==> src/design/eeb_pkg.sv <==
package eeb_pkg;

	// field widths
	localparam int unsigned REQ_W    = 2;
	localparam int unsigned WADDR_W  = 16;
	localparam int unsigned BYTE_W   = 8;
	localparam int unsigned DEV_W    = 7;
	localparam int unsigned STATUS_W = 2;
	localparam int unsigned PHASE_W  = 6;
	localparam int unsigned BITCNT_W = 4;
	localparam int unsigned CFG_IDX_W = 2;
	localparam int unsigned CFG_DATA_W = 8;

	// request codes
	localparam logic [REQ_W-1:0] REQ_TICK  = 2'd0;
	localparam logic [REQ_W-1:0] REQ_WRITE = 2'd1;
	localparam logic [REQ_W-1:0] REQ_READ  = 2'd2;

	// status codes
	localparam logic [STATUS_W-1:0] ST_OK       = 2'd0;
	localparam logic [STATUS_W-1:0] ST_NO_ACK   = 2'd1;
	localparam logic [STATUS_W-1:0] ST_BUS_LOW  = 2'd2;
	localparam logic [STATUS_W-1:0] ST_REJECTED = 2'd3;

	// configuration register indexes
	localparam logic [CFG_IDX_W-1:0] CFG_DEVICE_ADDR   = 2'd0;
	localparam logic [CFG_IDX_W-1:0] CFG_ACK_TIMEOUT   = 2'd1;
	localparam logic [CFG_IDX_W-1:0] CFG_TWO_BYTE_ADDR = 2'd2;

	// configuration reset values
	localparam logic [DEV_W-1:0]  DEVICE_ADDR_RST = 7'd80;
	localparam logic [BYTE_W-1:0] ACK_TIMEOUT_RST = 8'd250;

	// byte slots: phase is slot * 4 + sub-phase
	localparam logic [2:0] SLOT_DEVW = 3'd1;
	localparam logic [2:0] SLOT_AHI  = 3'd2;
	localparam logic [2:0] SLOT_ALO  = 3'd3;
	localparam logic [2:0] SLOT_DATA = 3'd4;
	localparam logic [2:0] SLOT_DEVR = 3'd5;

	// phase codes
	localparam logic [PHASE_W-1:0] PH_IDLE  = 6'd0;
	localparam logic [PHASE_W-1:0] PH_S1P   = 6'd32;
	localparam logic [PHASE_W-1:0] PH_S1A   = 6'd33;
	localparam logic [PHASE_W-1:0] PH_S1B   = 6'd34;
	localparam logic [PHASE_W-1:0] PH_S2P   = 6'd36;
	localparam logic [PHASE_W-1:0] PH_S2A   = 6'd37;
	localparam logic [PHASE_W-1:0] PH_S2B   = 6'd38;
	localparam logic [PHASE_W-1:0] PH_READ  = 6'd40;
	localparam logic [PHASE_W-1:0] PH_NACKL = 6'd41;
	localparam logic [PHASE_W-1:0] PH_NACKH = 6'd42;
	localparam logic [PHASE_W-1:0] PH_SLOT_LO = 6'd4;
	localparam logic [PHASE_W-1:0] PH_SLOT_HI = 6'd24;

	typedef struct packed {
		logic [REQ_W-1:0]   req_type;
		logic [WADDR_W-1:0] word_addr;
		logic [BYTE_W-1:0]  write_data;
		logic               sda_in;
	} item_t;

	typedef struct packed {
		logic                scl_out;
		logic                sda_out;
		logic                sda_drive;
		logic                busy_res;
		logic                done_res;
		logic [STATUS_W-1:0] status;
		logic [BYTE_W-1:0]   read_data;
	} result_t;

	typedef struct packed {
		logic [DEV_W-1:0]  device_addr;
		logic [BYTE_W-1:0] ack_timeout;
		logic              two_byte_addr;
	} cfg_t;

endpackage

==> src/design/eeb_item_if.sv <==
interface eeb_item_if import eeb_pkg::*; ();
	logic               valid;
	logic               ready;
	logic [REQ_W-1:0]   req_type;
	logic [WADDR_W-1:0] word_addr;
	logic [BYTE_W-1:0]  write_data;
	logic               sda_in;

	modport source (output valid, req_type, word_addr, write_data, sda_in, input ready);
	modport sink (input valid, req_type, word_addr, write_data, sda_in, output ready);
endinterface

==> src/design/eeb_result_if.sv <==
interface eeb_result_if import eeb_pkg::*; ();
	logic                valid;
	logic                ready;
	logic                scl_out;
	logic                sda_out;
	logic                sda_drive;
	logic                busy_res;
	logic                done_res;
	logic [STATUS_W-1:0] status;
	logic [BYTE_W-1:0]   read_data;

	modport source (output valid, scl_out, sda_out, sda_drive, busy_res, done_res, status,
		read_data, input ready);
	modport sink (input valid, scl_out, sda_out, sda_drive, busy_res, done_res, status,
		read_data, output ready);
endinterface

==> src/design/eeb_cfg_if.sv <==
interface eeb_cfg_if import eeb_pkg::*; ();
	logic                  valid;
	logic                  ready;
	logic [CFG_IDX_W-1:0]  index;
	logic [CFG_DATA_W-1:0] data;

	modport source (output valid, index, data, input ready);
	modport sink (input valid, index, data, output ready);
endinterface

==> src/design/eeb_cfg.sv <==
module eeb_cfg import eeb_pkg::*; (
	input  logic                  clk,
	input  logic                  arst_n,
	input  logic                  wr_en,
	input  logic [CFG_IDX_W-1:0]  wr_index,
	input  logic [CFG_DATA_W-1:0] wr_data,
	output cfg_t                  cfg
);

	cfg_t cfg_q;

	// register writes, unknown indexes ignored
	always_ff @(posedge clk or negedge arst_n) begin
		if (!arst_n) begin
			cfg_q.device_addr   <= DEVICE_ADDR_RST;
			cfg_q.ack_timeout   <= ACK_TIMEOUT_RST;
			cfg_q.two_byte_addr <= 1'b1;
		end else if (wr_en) begin
			unique case (wr_index)
				CFG_DEVICE_ADDR:   cfg_q.device_addr   <= wr_data[DEV_W-1:0];
				CFG_ACK_TIMEOUT:   cfg_q.ack_timeout   <= wr_data[BYTE_W-1:0];
				CFG_TWO_BYTE_ADDR: cfg_q.two_byte_addr <= wr_data[0];
				default: ;
			endcase
		end
	end

	assign cfg = cfg_q;

endmodule

==> src/design/eeb_engine.sv <==
module eeb_engine import eeb_pkg::*; (
	input  logic    clk,
	input  logic    arst_n,
	input  logic    step_en,
	input  item_t   item,
	input  cfg_t    cfg,
	output result_t result
);

	logic [PHASE_W-1:0]  phase_q, phase_d;
	logic [BITCNT_W-1:0] bit_count_q, bit_count_d;
	logic [BYTE_W-1:0]   shift_q, shift_d;
	logic [BYTE_W-1:0]   wait_q, wait_d;
	logic [WADDR_W-1:0]  addr_q, addr_d;
	logic [BYTE_W-1:0]   data_q, data_d;
	logic                is_read_q, is_read_d;
	logic [BYTE_W-1:0]   read_result_q, read_result_d;
	logic [STATUS_W-1:0] last_status_q, last_status_d;

	logic       in_slot, in_stop, is_req, done;
	logic [2:0] slot;
	logic [1:0] sub;
	logic       scl, sdo, drv;

	assign in_slot = (phase_q >= PH_SLOT_LO) && (phase_q < PH_SLOT_HI);
	assign in_stop = (phase_q[5:4] == 2'b11);
	assign slot    = phase_q[4:2];
	assign sub     = phase_q[1:0];
	assign is_req  = (item.req_type == REQ_WRITE) || (item.req_type == REQ_READ);

	// bus levels driven during this tick, from the current phase
	always_comb begin
		scl = 1'b1;
		sdo = 1'b1;
		drv = 1'b1;
		priority if (in_slot) begin
			unique case (sub)
				2'd0: begin
					scl = bit_count_q[0];
					sdo = shift_q[BYTE_W-1];
				end
				2'd1: begin
					scl = 1'b0;
					drv = 1'b0;
				end
				2'd2: drv = 1'b0;
				default: ;
			endcase
		end else if (in_stop) begin
			unique case (sub)
				2'd0: begin
					scl = 1'b0;
					sdo = 1'b0;
				end
				2'd1: sdo = 1'b0;
				default: ;
			endcase
		end else begin
			unique case (phase_q)
				PH_S1P, PH_S2P, PH_NACKL: scl = 1'b0;
				PH_S1B, PH_S2B: sdo = 1'b0;
				PH_READ: begin
					scl = bit_count_q[0];
					drv = 1'b0;
				end
				default: ;
			endcase
		end
	end

	// next state for one tick or request
	always_comb begin
		phase_d       = phase_q;
		bit_count_d   = bit_count_q;
		shift_d       = shift_q;
		wait_d        = wait_q;
		addr_d        = addr_q;
		data_d        = data_q;
		is_read_d     = is_read_q;
		read_result_d = read_result_q;
		last_status_d = last_status_q;
		done          = 1'b0;
		priority if (is_req && (phase_q != PH_IDLE)) begin
			// rejected request, nothing changes
		end else if (is_req) begin
			addr_d      = item.word_addr;
			data_d      = item.write_data;
			is_read_d   = (item.req_type == REQ_READ);
			bit_count_d = '0;
			wait_d      = '0;
			phase_d     = PH_S1P;
		end else if (phase_q == PH_IDLE) begin
			// idle tick
		end else if (in_slot) begin
			unique case (sub)
				// data bit, two ticks per bit
				2'd0: begin
					if (bit_count_q[0])
						shift_d = {shift_q[BYTE_W-2:0], 1'b0};
					if (bit_count_q == '1) begin
						phase_d     = {1'b0, slot, 2'd1};
						bit_count_d = '0;
					end else begin
						bit_count_d = bit_count_q + 1'b1;
					end
				end
				// release sda for the ack
				2'd1: begin
					wait_d  = '0;
					phase_d = {1'b0, slot, 2'd2};
				end
				// ack sample with timeout
				2'd2: begin
					if (!item.sda_in) begin
						bit_count_d = '0;
						unique case (slot)
							SLOT_DEVW: begin
								if (cfg.two_byte_addr) begin
									phase_d = {1'b0, SLOT_AHI, 2'd0};
									shift_d = addr_q[WADDR_W-1:BYTE_W];
								end else begin
									phase_d = {1'b0, SLOT_ALO, 2'd0};
									shift_d = addr_q[BYTE_W-1:0];
								end
							end
							SLOT_AHI: begin
								phase_d = {1'b0, SLOT_ALO, 2'd0};
								shift_d = addr_q[BYTE_W-1:0];
							end
							SLOT_ALO: begin
								if (is_read_q) begin
									phase_d     = PH_S2P;
									bit_count_d = bit_count_q;
								end else begin
									phase_d = {1'b0, SLOT_DATA, 2'd0};
									shift_d = data_q;
								end
							end
							SLOT_DEVR: begin
								phase_d = PH_READ;
								shift_d = '0;
							end
							default: begin
								phase_d     = {2'b11, ST_OK, 2'd0};
								bit_count_d = bit_count_q;
							end
						endcase
					end else if (wait_q >= cfg.ack_timeout) begin
						phase_d = {2'b11, ST_NO_ACK, 2'd0};
					end else begin
						wait_d = wait_q + 1'b1;
					end
				end
				default: phase_d = PH_IDLE;
			endcase
		end else if (in_stop) begin
			unique case (sub)
				2'd0, 2'd1: phase_d = phase_q + 1'b1;
				2'd2: begin
					last_status_d = phase_q[3:2];
					if ((phase_q[3:2] == ST_OK) && is_read_q)
						read_result_d = shift_q;
					phase_d = PH_IDLE;
					done    = 1'b1;
				end
				default: phase_d = PH_IDLE;
			endcase
		end else begin
			unique case (phase_q)
				PH_S1P, PH_S2P, PH_NACKL: phase_d = phase_q + 1'b1;
				PH_S1A, PH_S2A: begin
					if (!item.sda_in) phase_d = {2'b11, ST_BUS_LOW, 2'd0};
					else phase_d = phase_q + 1'b1;
				end
				PH_S1B: begin
					if (item.sda_in) begin
						phase_d = {2'b11, ST_BUS_LOW, 2'd0};
					end else begin
						phase_d     = {1'b0, SLOT_DEVW, 2'd0};
						shift_d     = {cfg.device_addr, 1'b0};
						bit_count_d = '0;
					end
				end
				PH_S2B: begin
					if (item.sda_in) begin
						phase_d = {2'b11, ST_BUS_LOW, 2'd0};
					end else begin
						phase_d     = {1'b0, SLOT_DEVR, 2'd0};
						shift_d     = {cfg.device_addr, 1'b1};
						bit_count_d = '0;
					end
				end
				PH_READ: begin
					if (bit_count_q[0])
						shift_d = {shift_q[BYTE_W-2:0], item.sda_in};
					if (bit_count_q == '1) begin
						phase_d     = PH_NACKL;
						bit_count_d = '0;
					end else begin
						bit_count_d = bit_count_q + 1'b1;
					end
				end
				PH_NACKH: phase_d = {2'b11, ST_OK, 2'd0};
				default: phase_d = PH_IDLE;
			endcase
		end
	end

	// state registers, advanced once per transaction
	always_ff @(posedge clk or negedge arst_n) begin
		if (!arst_n) begin
			phase_q       <= PH_IDLE;
			bit_count_q   <= '0;
			shift_q       <= '0;
			wait_q        <= '0;
			addr_q        <= '0;
			data_q        <= '0;
			is_read_q     <= 1'b0;
			read_result_q <= '0;
			last_status_q <= ST_OK;
		end else if (step_en) begin
			phase_q       <= phase_d;
			bit_count_q   <= bit_count_d;
			shift_q       <= shift_d;
			wait_q        <= wait_d;
			addr_q        <= addr_d;
			data_q        <= data_d;
			is_read_q     <= is_read_d;
			read_result_q <= read_result_d;
			last_status_q <= last_status_d;
		end
	end

	// result of this tick
	always_comb begin
		result.scl_out   = scl;
		result.sda_out   = sdo;
		result.sda_drive = drv;
		result.busy_res  = (phase_d != PH_IDLE);
		result.done_res  = done;
		result.status    = (is_req && (phase_q != PH_IDLE)) ? ST_REJECTED : last_status_d;
		result.read_data = read_result_d;
	end

endmodule

==> src/design/i2c_eeprom_byte_master.sv <==
// Single-byte EEPROM master for I2C, stepped by one transaction per bus half-phase: a
// phase tick carries the sampled SDA level and returns the SCL/SDA levels to drive, and a
// write or read request starts a bus transfer, or is rejected while one is running. The block
// takes one transaction every clock cycle while results are taken; a transaction waits in
// the input register, and its state update and result are registered together into the
// result register that drives the output. While a result waits to be taken, one more
// transaction is held in the input register and then the input stalls until the result
// is taken. Configuration writes are taken at any time on their own channel and should be
// issued only while no transfer is in progress.
module i2c_eeprom_byte_master import eeb_pkg::*; (
	input logic          clk,
	input logic          arst_n,
	eeb_item_if.sink     items,
	eeb_result_if.source results,
	eeb_cfg_if.sink      cfg
);

	logic    valid_s1;
	item_t   item_s1;
	logic    valid_s2;
	result_t res_s2;
	result_t step_res;
	cfg_t    cfg_regs;
	logic    adv, step_en;

	assign adv         = !valid_s2 || results.ready;
	assign step_en     = valid_s1 && adv;
	assign items.ready = !valid_s1 || adv;
	assign cfg.ready   = 1'b1;

	eeb_cfg u_cfg (
		.clk      (clk),
		.arst_n   (arst_n),
		.wr_en    (cfg.valid),
		.wr_index (cfg.index),
		.wr_data  (cfg.data),
		.cfg      (cfg_regs)
	);

	// input register valid
	always_ff @(posedge clk or negedge arst_n) begin
		if (!arst_n) begin
			valid_s1 <= 1'b0;
		end else if (items.valid && items.ready) begin
			valid_s1 <= 1'b1;
		end else if (adv) begin
			valid_s1 <= 1'b0;
		end
	end

	// input register payload
	always_ff @(posedge clk) begin
		if (items.valid && items.ready) begin
			item_s1.req_type   <= items.req_type;
			item_s1.word_addr  <= items.word_addr;
			item_s1.write_data <= items.write_data;
			item_s1.sda_in     <= items.sda_in;
		end
	end

	eeb_engine u_engine (
		.clk     (clk),
		.arst_n  (arst_n),
		.step_en (step_en),
		.item    (item_s1),
		.cfg     (cfg_regs),
		.result  (step_res)
	);

	// result register valid
	always_ff @(posedge clk or negedge arst_n) begin
		if (!arst_n) begin
			valid_s2 <= 1'b0;
		end else if (adv) begin
			valid_s2 <= valid_s1;
		end
	end

	// result register payload
	always_ff @(posedge clk) begin
		if (step_en) begin
			res_s2 <= step_res;
		end
	end

	assign results.valid     = valid_s2;
	assign results.scl_out   = res_s2.scl_out;
	assign results.sda_out   = res_s2.sda_out;
	assign results.sda_drive = res_s2.sda_drive;
	assign results.busy_res  = res_s2.busy_res;
	assign results.done_res  = res_s2.done_res;
	assign results.status    = res_s2.status;
	assign results.read_data = res_s2.read_data;

endmodule

==> src/flat_wrapper.sv <==
// flat-port wrapper written by rule: the top's interface ports become plain ports
module i2c_eeprom_byte_master_flat import eeb_pkg::*;
  (clk, arst_n, items_valid, items_req_type, items_word_addr, items_write_data, items_sda_in, items_ready, results_valid, results_scl_out, results_sda_out, results_sda_drive, results_busy_res, results_done_res, results_status, results_read_data, results_ready, cfg_valid, cfg_index, cfg_data, cfg_ready);
  eeb_item_if items_i ();
  eeb_result_if results_i ();
  eeb_cfg_if cfg_i ();
  input logic clk;
  input logic arst_n;
  input wire logic [$bits(items_i.valid)-1:0] items_valid;
  input wire logic [$bits(items_i.req_type)-1:0] items_req_type;
  input wire logic [$bits(items_i.word_addr)-1:0] items_word_addr;
  input wire logic [$bits(items_i.write_data)-1:0] items_write_data;
  input wire logic [$bits(items_i.sda_in)-1:0] items_sda_in;
  output wire logic [$bits(items_i.ready)-1:0] items_ready;
  output wire logic [$bits(results_i.valid)-1:0] results_valid;
  output wire logic [$bits(results_i.scl_out)-1:0] results_scl_out;
  output wire logic [$bits(results_i.sda_out)-1:0] results_sda_out;
  output wire logic [$bits(results_i.sda_drive)-1:0] results_sda_drive;
  output wire logic [$bits(results_i.busy_res)-1:0] results_busy_res;
  output wire logic [$bits(results_i.done_res)-1:0] results_done_res;
  output wire logic [$bits(results_i.status)-1:0] results_status;
  output wire logic [$bits(results_i.read_data)-1:0] results_read_data;
  input wire logic [$bits(results_i.ready)-1:0] results_ready;
  input wire logic [$bits(cfg_i.valid)-1:0] cfg_valid;
  input wire logic [$bits(cfg_i.index)-1:0] cfg_index;
  input wire logic [$bits(cfg_i.data)-1:0] cfg_data;
  output wire logic [$bits(cfg_i.ready)-1:0] cfg_ready;
  assign items_i.valid = items_valid;
  assign items_i.req_type = items_req_type;
  assign items_i.word_addr = items_word_addr;
  assign items_i.write_data = items_write_data;
  assign items_i.sda_in = items_sda_in;
  assign items_ready = items_i.ready;
  assign results_valid = results_i.valid;
  assign results_scl_out = results_i.scl_out;
  assign results_sda_out = results_i.sda_out;
  assign results_sda_drive = results_i.sda_drive;
  assign results_busy_res = results_i.busy_res;
  assign results_done_res = results_i.done_res;
  assign results_status = results_i.status;
  assign results_read_data = results_i.read_data;
  assign results_i.ready = results_ready;
  assign cfg_i.valid = cfg_valid;
  assign cfg_i.index = cfg_index;
  assign cfg_i.data = cfg_data;
  assign cfg_ready = cfg_i.ready;
  i2c_eeprom_byte_master u_core (.clk(clk), .arst_n(arst_n), .items(items_i), .results(results_i), .cfg(cfg_i));
endmodule
==> config.mk <==
export PLATFORM = sky130hd
export DESIGN_NAME = i2c_eeprom_byte_master_flat
export DESIGN_NICKNAME = d
export VERILOG_FILES = /design/src/design/eeb_pkg.sv /design/src/design/eeb_item_if.sv /design/src/design/eeb_result_if.sv /design/src/design/eeb_cfg_if.sv /design/src/design/eeb_cfg.sv /design/src/design/eeb_engine.sv /design/src/design/i2c_eeprom_byte_master.sv /design/src/flat_wrapper.sv
export SDC_FILE = /design/constraint.sdc
export NUM_CORES = 1
export LEC_CHECK = 0
export ABC_AREA = 1
export BUFFER_PORTS_ARGS = -buffer_cell sky130_fd_sc_hd__clkbuf_2
export CORE_ASPECT_RATIO = 1.4
export CORE_MARGIN = 3
export CORE_UTILIZATION = 47
export DETAILED_ROUTE_END_ITERATION = 12
export PLACE_DENSITY = 0.75
export SLEW_MARGIN = 40
export SYNTH_ARGS = -nofsm -noshare
export SYNTH_HDL_FRONTEND = slang
export SYNTH_SLANG_ARGS = --single-unit
==> constraint.sdc <==
create_clock -name clk -period 3.1 [get_ports clk]
set_input_delay 0.31 -clock clk [delete_from_list [all_inputs] [get_ports clk]]
set_output_delay 0.31 -clock clk [all_outputs]
set_load 0.01 [all_outputs]
==> results of run 1 <==
routing by layer:
| layer | part of all wire | wire, um | vias up |
|---|---|---|---|
| met5 | 0 | 0 | - |
| met3 | 0.058 | 823 | 59 |
| met2 | 0.49 | 6980 | 190 |
| met4 | 0.049 | 703 | 0 |
| li1 | - | - | 2489 |
| met1 | 0.40 | 5710 | 2317 |
synthesized netlist by cell type (9+ instances only):
library cell,instances
edfxtp_1,42
o21ai_0,50
nand2_1,196
o31ai_1,9
mux2_2,20
inv_1,75
ha_1,20
dfstp_2,9
dfrtp_1,70
a21oi_1,34
nand3_1,32
clkbuf_1,11
nor2_1,55
path summary, 6_finish.rpt:
check / startpoint / depth (start not counted) / slack (ps) / endpoint
max: u_core.u_engine.phase_q[0]$_DFFE_PN0P_ / 14 / 450 / u_core.u_engine.read_result_q[5]$_DFFE_PN0P_
min reg2reg: u_core.item_s1[2]$_DFFE_PP_ / 1 / 480 / u_core.u_engine.data_q[1]$_DFFE_PN0P_
max reg2reg: u_core.u_engine.phase_q[0]$_DFFE_PN0P_ / 14 / 450 / u_core.u_engine.read_result_q[5]$_DFFE_PN0P_
min: items_word_addr[5] / 1 / 60 / u_core.item_s1[14]$_DFFE_PP_
min in group asynchronous: arst_n / 2 / 510 / u_core.u_engine.last_status_q[0]$_DFFE_PN0P_
max in group asynchronous: arst_n / 2 / 2120 / u_core.u_engine.addr_q[13]$_DFFE_PN0P_
cell type report:
class,instances,area (um^2)
Clock buffer,23,479
Clock inverter,9,88.8
Fill cell,1138,5580
Inverter,83,312
Multi-Input combinational cell,482,2590
Sequential cell,121,3250
Tap cell,178,223
Timing Repair Buffer,74,419
kinds of logic after synthesis:
group	share of synthesized area
fa+ha+maj	0.0399
simple gates	0.202
other cells	0.000598
compound gates	0.123
xor+xnor	0.0112
buf+inv	0.0692
flops	0.518
mux	0.0359
power by group:
part | leakage, nW | total [mW] | internal, mW | switching [mW]
clock | 0.277 | 1.88 | 1.17 | 0.706
sequential | 1.40 | 2.43 | 2.12 | 0.310
combinational | 1.87 | 2.39 | 0.862 | 1.53
worst register-to-register path, stage by stage, from the launching register on:
cell and delay (ps):
dfrtp_1 450, inv_1 190, ha_1 380, nand2_4 120, ha_1 260, inv_1 170
nand2_4 100, nor2_8 130, nand3_4 90, nor3_4 110, buf_4 250, nand2_1 120
o21ai_2 80, nand2_1 60, o21ai_1 80
through the flow:
step	worst slack (ps)	cell area [um^2]	power, mW	util	hold WS (ps)
floorplan	665	6270	4.07	-	14.4
global placement	606	6780	4.74	0.524	460
detailed placement	450	6780	4.78	0.524	392
CTS	449	7360	6.69	0.569	52.8
global route	183	7360	7.16	0.569	50.3
finish	447	7360	6.70	0.569	62.2
state kept, by name, summed over array words and instances, names as in the netlist, 4 cells and up:
name and flops:
u_core.u_cfg.cfg 16, u_core.u_engine.shift_q 8, u_core.u_engine.addr_q 16, u_core.results.read_data 8
u_core.u_engine.read_result_q 8, u_core.u_engine.data_q 8, u_core.item_s1 27, u_core.u_engine.bit_count_q 4
u_core.u_engine.wait_q 8, u_core.u_engine.phase_q 6
what timing repair did:
action / CTS / global route
setup endpoints to repair: 0 / 0
hold endpoints to repair: 70 / 0
hold buffers: 1 / 0
layout by cell type (no fill, tap or decap), drive strengths merged, types with 2 or more instances in the layout:
master,synthesis,final
clkinv,2,7
nor2,58,58
clkbuf,12,80
dfstp,9,9
buf,11,16
o31ai,9,9
nand3b,2,2
mux2,20,20
o22ai,2,2
o21ai,65,65
nand2,200,200
a22oi,7,7
ha,20,20
xnor2,2,2
nand4,3,3
edfxtp,42,42
a31oi,2,2
o221ai,2,2
a32oi,5,5
xor2,6,6
inv,81,83
a21oi,34,34
dfrtp,70,70
nand3,34,34
nor3,4,4
==> impl_metrics.csv, run 1 <==
group,metric,value,unit
grt,gr-usage-met1,0.234,
worst_setup_path,path_buf_inv,3,
grt,grt_pass1_wl,23800,um
timing,setup_tns,0,ps
final_layout,diodes,0,
worst_setup_path,critPathKind,"flop to flop",
cts,numCtsBuffers,17,
timing,fin_crit,2650,ps
timing,finalSetupViolCount,0,
placed_design,gp_congestion,0.958,
placed_design,dp.cells,937,
cts,cts_sinks,121,
status,status,"finished, final reports clean",
route,vias,5055,
logic_synthesis,synth-edff-count,42,
timing,hold_violations,0,
floorplan,die_w,104,um
worst_setup_path,cpMaxStageDelayCell,"dfrtp_1",
grt,grt_use_total,0.203,
timing,max_freq,377,MHz
worst_setup_path,required,3440,ps
worst_setup_path,cp.arrival,3000,ps
logic_synthesis,syn_inst,709,
grt,use_met2,0.340,
route,wl_per_cell,14.7,um
logic_synthesis,yosysUniqueCellTypes,46,
grt,grt.busiest_layer,"met2",
logic_synthesis,synthTopCellsByArea,"dfrtp_1, edfxtp_1, nand2_1",
floorplan,dieArea,14800,um^2
worst_setup_path,crit_path_start_kind,"flop",
grt,grtUsageMet3,0.0466,
logic_synthesis,synth.net_count,771,
floorplan,rows,49,
timing,rsz0062_at_grt,"no",
route,vias_per_cell,5.21,
timing,maxSlewViolCount,0,
cts,clock-root-buffer,"clkbuf_16",
route,final_antenna_net_count,0,
logic_synthesis,syn_area_per_cell,8.85,um^2
grt,antenna_found_initial,0,
timing,worstMarginPinSlew,713,ps
cts,post_cts_buffers,0,
worst_setup_path,crit_path_end_kind,"flop",
grt,grt_max_degree,80,
power_and_ir_drop,p_per_area,911,nW/um^2
timing,slew_headroom,0.524,
cts,insertion_delay,420,ps
run,max-cap-violations,0,
logic_synthesis,synthFlopType,"dfrtp_1",
final_layout,fin_cells,970,
route,wirelength,14200,um
power_and_ir_drop,p_leak,3.55,nW
placed_design,port_buffers,58,
worst_setup_path,slowest_delay,450,ps
timing,fin_crit_sh,0.856,
worst_setup_path,cp_cell_sequence,"inv_1 > ha_1 > nand2_4 > ha_1 > inv_1 > nand2_4 > nor2_8 > nand3_4 > nor3_4 > buf_4 > nand2_1 > o21ai_2 > nand2_1 > o21ai_1",
logic_synthesis,syn_area,6270,um^2
final_layout,area_growth,17.3,%
timing,clock_skew,5.71,ps
logic_synthesis,synth-seq-cells,121,
floorplan,ios,60,
power_and_ir_drop,peakVddDrop,0.000611,V
route,drc,0,
cts,cts_tree,"done",
floorplan,fp.coreArea,12900,um^2
cts,clockBufferDepth,2,
final_layout,fin_nets,841,
floorplan,die_h,143,um
logic_synthesis,synth_top_area_frac,0.279,
logic_synthesis,yosysTopAreaCell,"dfrtp_1",
placed_design,post-dp-hpwl,10300,um
grt,grt_pass1_vias,5035,
logic_synthesis,yosys_warnings,0,
logic_synthesis,yosysSeqAreaShare,0.518,
final_layout,drive_above_1_share,0.196,
route,first_pass_iters,5,
cts,path_clk_slew,60,ps
worst_setup_path,crit_fanout,16,
cts,cts-resized-gates,0,
floorplan,start_util,0.485,
worst_setup_path,critPathTopFamily,"simple AND/OR/NAND/NOR gates",
logic_synthesis,async_flop_share,0.653,
route,drtIter0Drc,379,
worst_hold_path,hp-class,"input pin to flop",
grt,overflow,0,
cts,cts.htree.levels,4,
Note: power is estimated with default switching activity, not from simulation.
==> run 2: changes to the inputs <==
SYNTH_HIERARCHICAL = 1   (was unset)
==> run 2 against run 1 <==
Against the previous run: sequential share of layout area down 0.80 points; worst hold slack improved by 1.5 ps; die area is 2.5% higher; non-clock buffer count is 1 lower; via count increased by 2.3%; clock skew grew 5.7 ps.
==> impl_metrics.csv, run 2 <==
group,metric,value,unit
timing,fin_crit,2780,ps
grt,grt_use_total,0.217,
cts,post_cts_buffers,0,
timing,worstMarginPinSlew,724,ps
cts,cts_sinks,121,
worst_setup_path,rr_worst_depth,12,
timing,clock_skew,11.4,ps
logic_synthesis,synth_most_common_cell,"nand2_1",
worst_setup_path,crit_fanout,16,
floorplan,ios,60,
final_layout,layout_commonest_cell,"nand2_1",
run,max-cap-violations,0,
timing,rsz0062_at_grt,"no",
final_layout,regMostFlops,"u_core/item_s1",
final_layout,drive_above_1_share,0.224,
timing,setup_tns,0,ps
logic_synthesis,yosysTopAreaCell,"dfrtp_1",
logic_synthesis,synth-edff-count,42,
cts,cts.htree.levels,4,
logic_synthesis,syn_area,6440,um^2
worst_setup_path,cp_cell_sequence,"inv_1 > ha_1 > nand2_1 > ha_1 > nor2_1 > nand2_1 > inv_2 > nand3_4 > nor2_1 > a21oi_2 > nand2_1 > o21ai_0",
worst_setup_path,critPathKind,"flop to flop",
power_and_ir_drop,intPower,4.17,mW
route,final_antenna_net_count,0,
logic_synthesis,synth_top_area_frac,0.272,
logic_synthesis,syn_inst,710,
power_and_ir_drop,p_comb_frac,0.389,
timing,max_freq,360,MHz
timing,fin_crit_sh,0.896,
logic_synthesis,yosys_warnings,6,
cts,clock-root-buffer,"clkbuf_16",
timing,hold_slack,63.7,ps
floorplan,fp.coreArea,13400,um^2
worst_hold_path,hp-class,"input pin to flop",
worst_setup_path,cpMostUsedCell,"nand2_1",
final_layout,fill_cells,1209,
final_layout,area_growth,16.5,%
logic_synthesis,synthFlopType,"dfrtp_1",
final_layout,fin_nets,834,
cts,clockBufferDepth,2,
placed_design,gp_congestion,0.961,
logic_synthesis,synth.net_count,770,
floorplan,rows,50,
final_layout,largest_register_ffs,27,
worst_setup_path,required,3370,ps
worst_setup_path,cp.arrival,3050,ps
status,status,"finished, final reports clean",
route,vias_per_cell,5.34,
placed_design,post-dp-hpwl,11300,um
route,vias,5172,
power_and_ir_drop,total_power,7.17,mW
power_and_ir_drop,p_per_area,957,nW/um^2
final_layout,diodes,0,
logic_synthesis,synthTopCellsByArea,"dfrtp_1, edfxtp_1, nand2_1",
timing,finalSetupViolCount,0,
power_and_ir_drop,pwr-share-clk,0.272,
grt,antenna_found_initial,0,
cts,cts_tree,"done",
power_and_ir_drop,netSwitchingFraction,0.418,
grt,grt_max_degree,80,
route,wirelength,15700,um
worst_setup_path,r2r_start,"u_core/u_engine/phase_q[0]$_DFFE_PN0P_",
final_layout,final_cell_mix,"nand2_1, dfrtp_1, inv_1, clkbuf_2, nor2_1",
cts,path_clk_slew,70,ps
worst_setup_path,cpMaxStageDelayCell,"dfrtp_1",
power_and_ir_drop,p_switching,3.00,mW
power_and_ir_drop,seqPwrFrac,0.339,
logic_synthesis,async_flop_share,0.653,
worst_setup_path,crit_path_start_kind,"flop",
worst_setup_path,crit_start,"u_core/u_engine/phase_q[0]$_DFFE_PN0P_",
grt,overflow,0,
timing,maxSlewViolCount,0,
logic_synthesis,syn_area_per_cell,9.07,um^2
cts,insertion_delay,420,ps
timing,hold_violations,0,
grt,grt_pass1_wl,25500,um
logic_synthesis,synth-seq-cells,121,
worst_setup_path,slowest_delay,450,ps
placed_design,port_buffers,58,
cts,numCtsBuffers,17,
floorplan,die_h,144,um
grt,grt_pass1_vias,5012,
floorplan,start_util,0.481,
worst_setup_path,crit_path_end_kind,"flop",
route,wl_per_cell,16.2,um
route,first_pass_iters,5,
power_and_ir_drop,peakVddDrop,0.000480,V
timing,slew_headroom,0.517,
logic_synthesis,yosysUniqueCellTypes,48,
route,drtIter0Drc,304,
floorplan,die_w,105,um
route,drc,0,
worst_hold_path,min_from,"items_word_addr[11]",
worst_hold_path,hold_depth,1,
logic_synthesis,yosys-top-cells-count,"nand2_1, dfrtp_1, inv_1",
logic_synthesis,yosysSeqAreaShare,0.505,
floorplan,dieArea,15200,um^2
power_and_ir_drop,p_leak,3.49,nW
==> run 2: area by class of cell <==
type / instances / area (um^2) / share of cell area
inverters: 77 / 295 / 0.0394
clock inverters: 15 / 170 / 0.0227
flip-flops and latches: 121 / 3250 / 0.433
well taps: 182 / 228 / 0.0304
clock buffers: 17 / 425 / 0.0568
repair buffers: 73 / 412 / 0.0549
multi-input cells: 484 / 2720 / 0.362
==> run 2: worst paths after layout <==
check	end	slack, ps
min in group asynchronous	u_core/results.valid$_DFFE_PN0P_	510
worst min-delay path	u_core/item_s1[20]$_DFFE_PP_	60
worst max register to register	u_core/u_engine/read_result_q[3]$_DFFE_PN0P_	320
max in group asynchronous	u_core/u_engine/read_result_q[3]$_DFFE_PN0P_	2090
worst max-delay path	u_core/u_engine/read_result_q[3]$_DFFE_PN0P_	320
worst min register to register	u_core/u_cfg/cfg[15]$_DFFE_PN1P_	460
==> run 2: per-stage QoR <==
step                instances  utilization  area [um^2]  worst slack [ps]
floorplan                 710            -         6440               331
CTS                       969        0.559         7480               228
global route              969        0.560         7500               136
detailed placement        936        0.514         6880               279
global placement          936        0.513         6870               394
finish                    969        0.560         7500               322
==> run 2: worst max-delay path: cells and delay by family, from the launching register on <==
kind,cells,cell delay (ps)
simple gates,6,960
fa+ha+maj,2,720
flops,1,450
buf+inv,2,330
compound gates,2,160
==> run 2: repair_timing <==
action | 4_1_cts | 5_1_grt
hold endpoints to repair | 70 | 0
resized for setup | 0 | 1
setup endpoints to repair | 0 | 1
hold buffers | 1 | 0
==> run 2: routing by layer <==
layer	up-vias	global-route usage	part of all wire
met3	45	0.0438	0.042
met1	2453	0.254	0.40
met5	-	0	0
met2	155	0.376	0.51
li1	2519	-	-
met4	0	0.115	0.045
==> run 2: power by group through the flow <==
stage	Combinational [mW]	Clock, mW	Sequential [mW]
6_report	2.79	1.95	2.43
5_1_grt	3.08	2.07	2.48
4_1_cts	2.73	1.99	2.43
3_5_place_dp	2.71	0	2.45
3_3_place_gp	2.70	0	2.44
2_1_floorplan	2.05	0	2.36
==> run 2: cell families after synthesis <==
| group | synth area share |
|---|---|
| adders and majority gates | 0.0350 |
| xor gates and xnor gates | 0.0109 |
| DFF | 0.505 |
| buffers and inverters | 0.0760 |
| AOI/OAI and AO/OA | 0.118 |
| other | 0.000583 |
| and+or+nand+nor | 0.227 |
| muxes | 0.0276 |
